==> config.mk <==
export PLATFORM = sky130hd
export DESIGN_NAME = spq_cell
export DESIGN_NICKNAME = d
export VERILOG_FILES = /design/src/rtl/core/spq_pkg.sv /design/src/rtl/core/spq_cell.sv
export SDC_FILE = /design/constraint.sdc
export NUM_CORES = 1
export LEC_CHECK = 0
export ABC_CLOCK_PERIOD_IN_PS = 7200
export BUFFER_PORTS_ARGS = -buffer_cell sky130_fd_sc_hd__buf_2
export CORE_ASPECT_RATIO = 0.6
export CORE_MARGIN = 3
export CORE_UTILIZATION = 44
export DETAILED_ROUTE_END_ITERATION = 10
export GPL_TIMING_DRIVEN = 0
export PLACE_DENSITY_LB_ADDON = 0.15
export SYNTH_ARGS = -nofsm -noshare
export SYNTH_HDL_FRONTEND = slang
export SYNTH_SLANG_ARGS = --single-unit
==> constraint.sdc <==
create_clock -name i_clk -period 7.2 [get_ports i_clk]
set_clock_uncertainty 0.2 [all_clocks]
set_input_delay 0.72 -clock i_clk [delete_from_list [all_inputs] [get_ports i_clk]]
set_output_delay 0.72 -clock i_clk [all_outputs]
set_load 0.02 [all_outputs]
==> src/rtl/core/spq_pkg.sv <==
// ----------------------------------------------------------------------------
// spq_pkg: shared types and constants of the sorted priority queue
// Holds the queue size, the entry and command types and the status codes.
// ----------------------------------------------------------------------------
package spq_pkg;

    localparam int CAPACITY  = 64;
    localparam int TAG_BITS  = 16;
    localparam int CNT_BITS  = $clog2(CAPACITY + 1);
    localparam int SCORE_W   = 32;
    localparam int PTAG_W    = 16;
    localparam int OCC_W     = 7;
    localparam int STATUS_W  = 2;

    localparam logic FUNC_INSERT = 1'b0;
    localparam logic FUNC_REMOVE = 1'b1;

    typedef enum logic [STATUS_W-1:0] {
        ST_INSERTED  = 2'd0,
        ST_REMOVED   = 2'd1,
        ST_OVERFLOW  = 2'd2,
        ST_UNDERFLOW = 2'd3
    } t_status;

    // one stored entry
    typedef struct packed {
        logic signed [SCORE_W-1:0] score;
        logic [TAG_BITS-1:0]       tag;
    } t_entry;

    // command broadcast to every cell
    typedef struct packed {
        logic   insert;
        logic   remove;
        t_entry entry;
    } t_cmd;

endpackage

==> src/rtl/core/spq_cell.sv <==
// ----------------------------------------------------------------------------
// spq_cell: one slot of the sorted chain
// Compares the broadcast score with its own entry and either keeps its entry,
// takes the new entry, or takes a neighbor's entry.
// ----------------------------------------------------------------------------
module spq_cell
    import spq_pkg::*;
(
    input  logic   i_clk,
    input  t_cmd   i_cmd,
    input  logic   i_occupied,
    input  logic   i_left_take,
    input  t_entry i_left,
    input  t_entry i_right,
    output logic   o_take,
    output t_entry o_entry
);

    t_entry r_entry;
    t_entry n_entry;

    // new entry belongs here or further up the chain
    assign o_take  = !i_occupied || (i_cmd.entry.score > r_entry.score);
    assign o_entry = r_entry;

    always_comb begin
        n_entry = r_entry;
        if (i_cmd.insert) begin
            if (i_left_take) begin
                n_entry = i_left;
            end else if (o_take) begin
                n_entry = i_cmd.entry;
            end
        end else if (i_cmd.remove) begin
            n_entry = i_right;
        end
    end

    always_ff @(posedge i_clk) begin
        r_entry <= n_entry;
    end

endmodule

==> out/metrics.csv, run 1 <==
metric,value,unit
status,completed,
grt_max_degree,16,
antenna_found_initial,0,
setup_viol,0,
synthMuxAreaShare,14.5,%
fp.dieH,73.3,um
hp-class,in -> reg,
ys_seq_area_share,43.4,%
synth_edf_count,48,
ys.flop_type,edfxtp_1,
crit_family,simple AND/OR/NAND/NOR gates,
grt_usage,22.0,%
fin_crit,3.46,ns
synth_top_family_by_area,multiplexers,
pre_cts_ws,3.48,ns
ctsResizeCount,0,
worstPathCellList,"buf_2, ha_1, nand4_4, nor4_4, nor3b_2, a2111oi_0, nor3_2, buf_6, buf_8",
ff_latch_area,0.00144,sq mm
initial_core_util,47.5,%
synth_top_area_cell,edfxtp_1,
worst-path-stages,9,
hold_viol,0,
whs_path_depth,3,
nets,726,
synth.top_cell.area_share,43.4,%
yosys_warnings,0,
viasPerCell,5.01,
io_pins,198,
path_class,in -> reg,
drc,0,
synthAdderAreaFrac,12.1,%
max_stage_delay,0.66,ns
grt_pass1_wl,15100,um
ir_drop,0.161,mV
use_met1,29.7,%
dp_hpwl,8160,um
antenna_left,0,
synth-async-reset-ratio,0,%
max_cap_viol_count,0,
synth-compound-area-share,12.1,%
finalMaxSlewViolations,0,
crit_slowest_cell,nor3_2,
postPlaceCellArea,0.00448,sq mm
cp-start-kind,input pin,
first_global_vias,3132,
core_area,0.00699,sq mm
clock-sinks,48,
wl_per_cell,15.0,um
fill_cells,584,
synth_area_leaders,"edfxtp_1, mux2i_1, ha_1",
synthCells,339,
fin_area,0.00469,sq mm
first_pass_iters,4,
syn_area,0.00332,sq mm
multiInputGateArea,0.00168,sq mm
setup_slack,3.74,ns
cts-root-buf,clkbuf_16,
power-per-cell-area,203,mW/mm^2
leakagePower,2.40,nW
slew_headroom,50.2,%
met3_usage,4.85,%
io_buffers,195,
tightest_slew,0.743,ns
ff2ff_path_depth,9,
htreeDepth,2,
diodes,0,
critPathMaxFanout,11,
synth_simple_gate_area_share,11.9,%
dp.cells,638,
drive_above_1_share,39.6,%
totalWireLength,9660,um
cp_num_buf_inv,3,
cts.reportedPaths.clkPinSlew,0.07,ns
synthXorXnorAreaFrac,0,%
timing.fmax,0.289,GHz
busiest_layer,met2,
post_cts_buffers,0,
place_congestion,0.857,
clk_path_buf_depth,2,
via_count,3235,
use_met2,36.7,%
cts_hold_buf,0,
drt_iter0_drc,127,
synth_fp_nets,520,
core.rowCount,23,
arrival,3.26,ns
cp.required,7.00,ns
p_total,0.000952,W
largest_register_ffs,48,
synth_cell_types,27,
cp-end-kind,register,
die_area,0.00866,sq mm
fin_cells,646,
ys_ff_latch,48,
grt-ovfl-total,0,
cts_tree,built,
avgSynthCellArea,9.80,sq um
finalCritPeriodShare,48.0,%
area_growth,41.3,%
insertion_delay,0.29,ns
rsz0062_at_grt,false,
cts_buffers,5,
die_w,118,um
## worst paths after layout
path              slack, ns        start     endpoint
setup / recovery       3.74    i_cmd[47]  o_entry[27]
hold reg to reg        1.16  o_entry[47]  o_entry[17]
setup reg to reg       3.91  o_entry[47]  o_entry[27]
hold / removal         0.55  i_right[17]  o_entry[17]
## tightest hold or removal path, stage by stage
cell	delay [ns]
buf_2	0.07
nor2_1	0.03
a21oi_1	0.10
## power breakdown
group          leakage, nW  internal [W]  total [W]  switching, W
clock network        0.104      0.000234   0.000338      0.000104
registers            0.475      0.000346   0.000358     0.0000117
logic                 1.82      0.000106   0.000257      0.000151
total                 2.40      0.000686   0.000952      0.000266
## cell families after synthesis
family,Yosys count
adder cells (fa/ha/maj),32
buffers and inverters,52
multiplexers,48
flip-flops,48
AO/OA/AOI/OAI,76
AND/OR/NAND/NOR,83
## through the flow
step,TNS [ns],utilization [%],hold slack (ns)
after floorplan,0,-,0.746
after global placement,-26.58,63.2,0.834
after detailed placement,0,64.0,0.844
after CTS,0,67.1,0.546
after global routing,0,67.1,0.559
final,0,67.1,0.552
## routing by layer
layer  wire length, um  vias to the layer above
li1                  -                     1636
met1              4420                     1447
met2              4450                      138
met3               655                       14
met4               136                        0
met5                 0                        -
## cell type report
class                   instances  area share [%]
clock buffers                   5            2.67
flip-flops and latches         48            30.7
repair buffers                199            21.8
clock inverters                 3            1.92
plain buffers                  17            1.49
well taps                     100            2.67
multi-input cells             239            35.9
inverters                      35            2.80
## cells in the mapped netlist, types with 2 or more instances
cell type and count:
a211oi_1 2, a21oi_1 62, buf_2 5, clkbuf_1 11, edfxtp_1 48, ha_1 32
inv_1 35, mux2i_1 48, nand2_1 9, nand3_1 6, nand4_1 8, nor2_1 50
nor3_1 3, o21ai_0 7
## cell usage in the layout (no fill, tap or decap), types with 8 or more instances in the layout
master,instances
buf_2,200
a21oi_1,62
nor2_1,50
mux2i_1,48
edfxtp_1,48
inv_1,35
ha_1,32
clkbuf_1,11
nand2_1,9
nand4_1,8
(Power assumes the default switching activity.)
==> run 2, diff against run 1 <==
--- a/config.mk
+++ b/config.mk
@@ -5,7 +5,8 @@
 export SDC_FILE = /design/constraint.sdc
 export NUM_CORES = 1
 export LEC_CHECK = 0
-export ABC_CLOCK_PERIOD_IN_PS = 7200
+export ABC_AREA = 1
+export ABC_CLOCK_PERIOD_IN_PS = 3600
 export BUFFER_PORTS_ARGS = -buffer_cell sky130_fd_sc_hd__buf_2
 export CORE_ASPECT_RATIO = 0.6
 export CORE_MARGIN = 3
==> constraint.sdc (replaced) <==
create_clock -name i_clk -period 3.6 [get_ports i_clk]
set_clock_uncertainty 0.2 [all_clocks]
set_input_delay 0.36 -clock i_clk [delete_from_list [all_inputs] [get_ports i_clk]]
set_output_delay 0.36 -clock i_clk [all_outputs]
set_load 0.02 [all_outputs]
==> run 2 against run 1 <==
Compared with the run above:
- synthesized cell count increased by 21%
- flip-flop and latch count unchanged
- core utilization decreased by 1.6 points
- worst setup slack got worse by 3.0 ns
- via count rose by 8.7%
==> out/metrics.csv, run 2 <==
metric,value,unit,change
setup_viol,0,,unchanged
cp-start-kind,register,,was input pin
largest_register_ffs,48,,unchanged
worstPathCellList,"inv_1, ha_1, nand2_1, nor2_2, nand4_4, nor3b_2, nand2_1, nand3_1, nand3_2, nand3_2, nand2_1, inv_2, buf_12",,"was buf_2, ha_1, nand4_4, nor4_4, nor3b_2, a2111oi_0, nor3_2, buf_6, buf_8"
synth_edf_count,48,,unchanged
finalMaxSlewViolations,0,,unchanged
grt_max_degree,31,,was 16
antenna_left,0,,unchanged
die_w,118,um,about the same
worst_path_most_repeated_cell,nand2_1,,
synth_top_family_by_area,simple AND/OR/NAND/NOR gates,,was multiplexers
clkPwrFrac,26.8,%,was 35.5%
met3_usage,6.54,%,was 4.85%
grt_pass1_wl,16500,um,was 15100 um
synthXorXnorAreaFrac,0,%,unchanged
ff2ff_path_depth,13,,was 9
ys.flop_type,edfxtp_1,,unchanged
r2r_start,o_entry[39],,was o_entry[47]
avgSynthCellArea,8.07,sq um,was 9.80 sq um
io_buffers,196,,was 195
fp.dieH,73.3,um,about the same
antenna_found_initial,0,,unchanged
drc,0,,unchanged
first_pass_iters,5,,was 4
arrival,2.61,ns,was 3.26 ns
first_global_vias,3490,,was 3132
synth_most_common_cell,nand2_1,,was a21oi_1
grt-ovfl-total,0,,unchanged
drt_iter0_drc,123,,was 127
synth.top_cell.area_share,43.5,%,was 43.4%
cts.reportedPaths.clkPinSlew,0.07,ns,about the same
synth_common_cells,"nand2_1, o21ai_0, nor2_1",,"was a21oi_1, nor2_1, edfxtp_1, mux2i_1, inv_1"
cts-root-buf,clkbuf_16,,unchanged
seq_power_share,42.8,%,was 37.6%
use_met1,30.5,%,was 29.7%
cts_hold_buf,0,,unchanged
drive_above_1_share,36.1,%,was 39.6%
power-per-cell-area,368,mW/mm^2,was 203 mW/mm^2
viasPerCell,4.92,,was 5.01
fin_crit,2.82,ns,
worstReg2RegEnd,o_entry[29],,was o_entry[27]
leakagePower,2.33,nW,was 2.40 nW
hp-class,in -> reg,,unchanged
power.internal,0.00115,W,was 0.000686 W
synth_simple_gate_area_share,18.9,%,was 11.9%
yosys_warnings,0,,unchanged
path_class,reg -> reg,,was in -> reg
setup_slack,0.776,ns,was 3.74 ns
use_met2,40.7,%,was 36.7%
clock-sinks,48,,unchanged
switching_share,31.9,%,was 27.9%
htreeDepth,2,,unchanged
cp.required,3.38,ns,was 7.00 ns
synth_top_area_cell,edfxtp_1,,unchanged
syn_area,0.00332,sq mm,about the same
synth_cell_types,25,,was 27
cp-end-kind,register,,unchanged
p_switching,0.000537,W,was 0.000266 W
grt_usage,23.8,%,was 22.0%
slew_headroom,67.6,%,was 50.2%
ys_ff_latch,48,,unchanged
hold_viol,0,,unchanged
status,completed,,unchanged
layout.cells.most_common,buf_2,,unchanged
tightest_slew,0.487,ns,was 0.743 ns
io_pins,198,,unchanged
core_area,0.00699,sq mm,unchanged
area_growth,38.1,%,was 41.3%
timing.fmax,0.354,GHz,
critPathMaxFanout,30,,was 11
rsz0062_at_grt,false,,unchanged
max_stage_delay,0.38,ns,was 0.66 ns
clk_path_buf_depth,2,,unchanged
busiest_layer,met2,,unchanged
ctsResizeCount,0,,unchanged
ys_seq_area_share,43.5,%,was 43.4%
min_to,o_entry[4],,was o_entry[17]
synth_fp_nets,592,,was 520
wl_per_cell,14.5,um,was 15.0 um
whs_path_depth,3,,unchanged
hold_ws,0.154,ns,was 0.552 ns
cts_buffers,5,,unchanged
post_cts_buffers,0,,unchanged
insertion_delay,0.29,ns,about the same
final_cell_mix,"buf_2, nand2_1, o21ai_0, nor2_1, edfxtp_1",,"was buf_2, a21oi_1, nor2_1, mux2i_1, edfxtp_1"
totalWireLength,10400,um,was 9660 um
synth_area_leaders,"edfxtp_1, ha_1, o21ai_0",,"was edfxtp_1, mux2i_1, ha_1"
nets,796,,was 726
max_cap_viol_count,0,,unchanged
dp_hpwl,8540,um,was 8160 um
synthAdderAreaFrac,12.1,%,about the same
fill_cells,627,,was 584
ir_drop,0.221,mV,was 0.161 mV
initial_core_util,47.4,%,was 47.5%
synth-async-reset-ratio,0,%,unchanged
synthMuxAreaShare,0,%,was 14.5%
finalCritPeriodShare,78.4,%,
via_count,3518,,was 3235
crit_slowest_cell,edfxtp_1,,was nor3_2
pre_cts_ws,0.657,ns,was 3.48 ns
cts_tree,built,,unchanged
diodes,0,,unchanged
r2r_slack,0.78,ns,was 3.91 ns
min_from,i_right[4],,was i_right[17]
place_congestion,0.848,,was 0.857
synthCells,411,,was 339
core.rowCount,23,,unchanged
comb_power_share,30.5,%,was 27.0%
die_area,0.00865,sq mm,was 0.00866 sq mm
synth-compound-area-share,17.6,%,was 12.1%
==> run 2: cell count changes in the layout (fill, tap and decap cells not counted), moves of 6 or more <==
cell	before	now
mux2i_1	48	0
a21oi_1	62	14
o21ai_1	0	27
nand2_1	9	84
o21ai_0	7	71
nand4_1	8	2
==> run 2: power groups by stage <==
stage                     combinational [W]  sequential (W)  clock [W]
final                              0.000514        0.000720   0.000451
after global placement             0.000494        0.000732          0
after global routing               0.000576        0.000728   0.000479
after detailed placement           0.000514        0.000733          0
after floorplan                    0.000216        0.000810          0
after CTS                          0.000517        0.000721   0.000457
==> run 2: cell families (layout without fill, tap and decap cells) <==
| group | Yosys count | in the layout |
|---|---|---|
| simple gates | 152 | 152 |
| compound gates | 115 | 115 |
| buf+inv | 64 | 268 |
| flops | 48 | 48 |
| fa+ha+maj | 32 | 32 |
==> run 2: metrics by stage <==
stage / cells / area (sq um) / total power [W] / setup TNS, ns / util, %
floorplan: 411 / 3320 / 0.00103 / 0 / -
global placement: 707 / 4420 / 0.00123 / -9.17 / 63.2
detailed placement: 708 / 4440 / 0.00125 / 0 / 63.5
CTS: 715 / 4580 / 0.00169 / 0 / 65.5
global route: 715 / 4580 / 0.00178 / 0 / 65.5
finish: 715 / 4580 / 0.00169 / 0 / 65.5
==> run 2: area by class of cell <==
| cell class | instances | area (sq um) | area share, % |
|---|---|---|---|
| multi-input cells | 299 | 1610 | 35.2 |
| flip-flops and latches | 48 | 1440 | 31.5 |
| repair buffers | 197 | 1000 | 21.9 |
| inverters | 44 | 165 | 3.61 |
| clock buffers | 5 | 125 | 2.73 |
| well taps | 100 | 125 | 2.73 |
| plain buffers | 20 | 97.6 | 2.13 |
| clock inverters | 2 | 12.5 | 0.273 |
==> run 2: worst max path at each step <==
stage | start | end | slack, ns | cells past startpoint
finish | o_entry[39] | o_entry[29] | 0.78 | 13
global placement | i_cmd[47] | o_entry[38] | -0.19 | 12
floorplan | o_entry[47] | o_entry[0] | 0.44 | 12
global route | o_entry[39] | o_entry[26] | 0.51 | 13
CTS | o_entry[39] | o_entry[22] | 0.73 | 13
detailed placement | i_cmd[47] | o_entry[37] | 0.66 | 13
==> run 2: critical path: cells and delay by family (launching register included) <==
kind / cells / cell delay, ns
simple gates: 9 / 1.00
flops: 1 / 0.38
buf+inv: 3 / 0.65
fa+ha+maj: 1 / 0.29
==> run 2: metal layers <==
metal  part of all wire, %  wire length [um]
met5                     0                 0
met4                   1.3               138
met3                   8.9               922
met2                    46              4820
met1                    43              4490
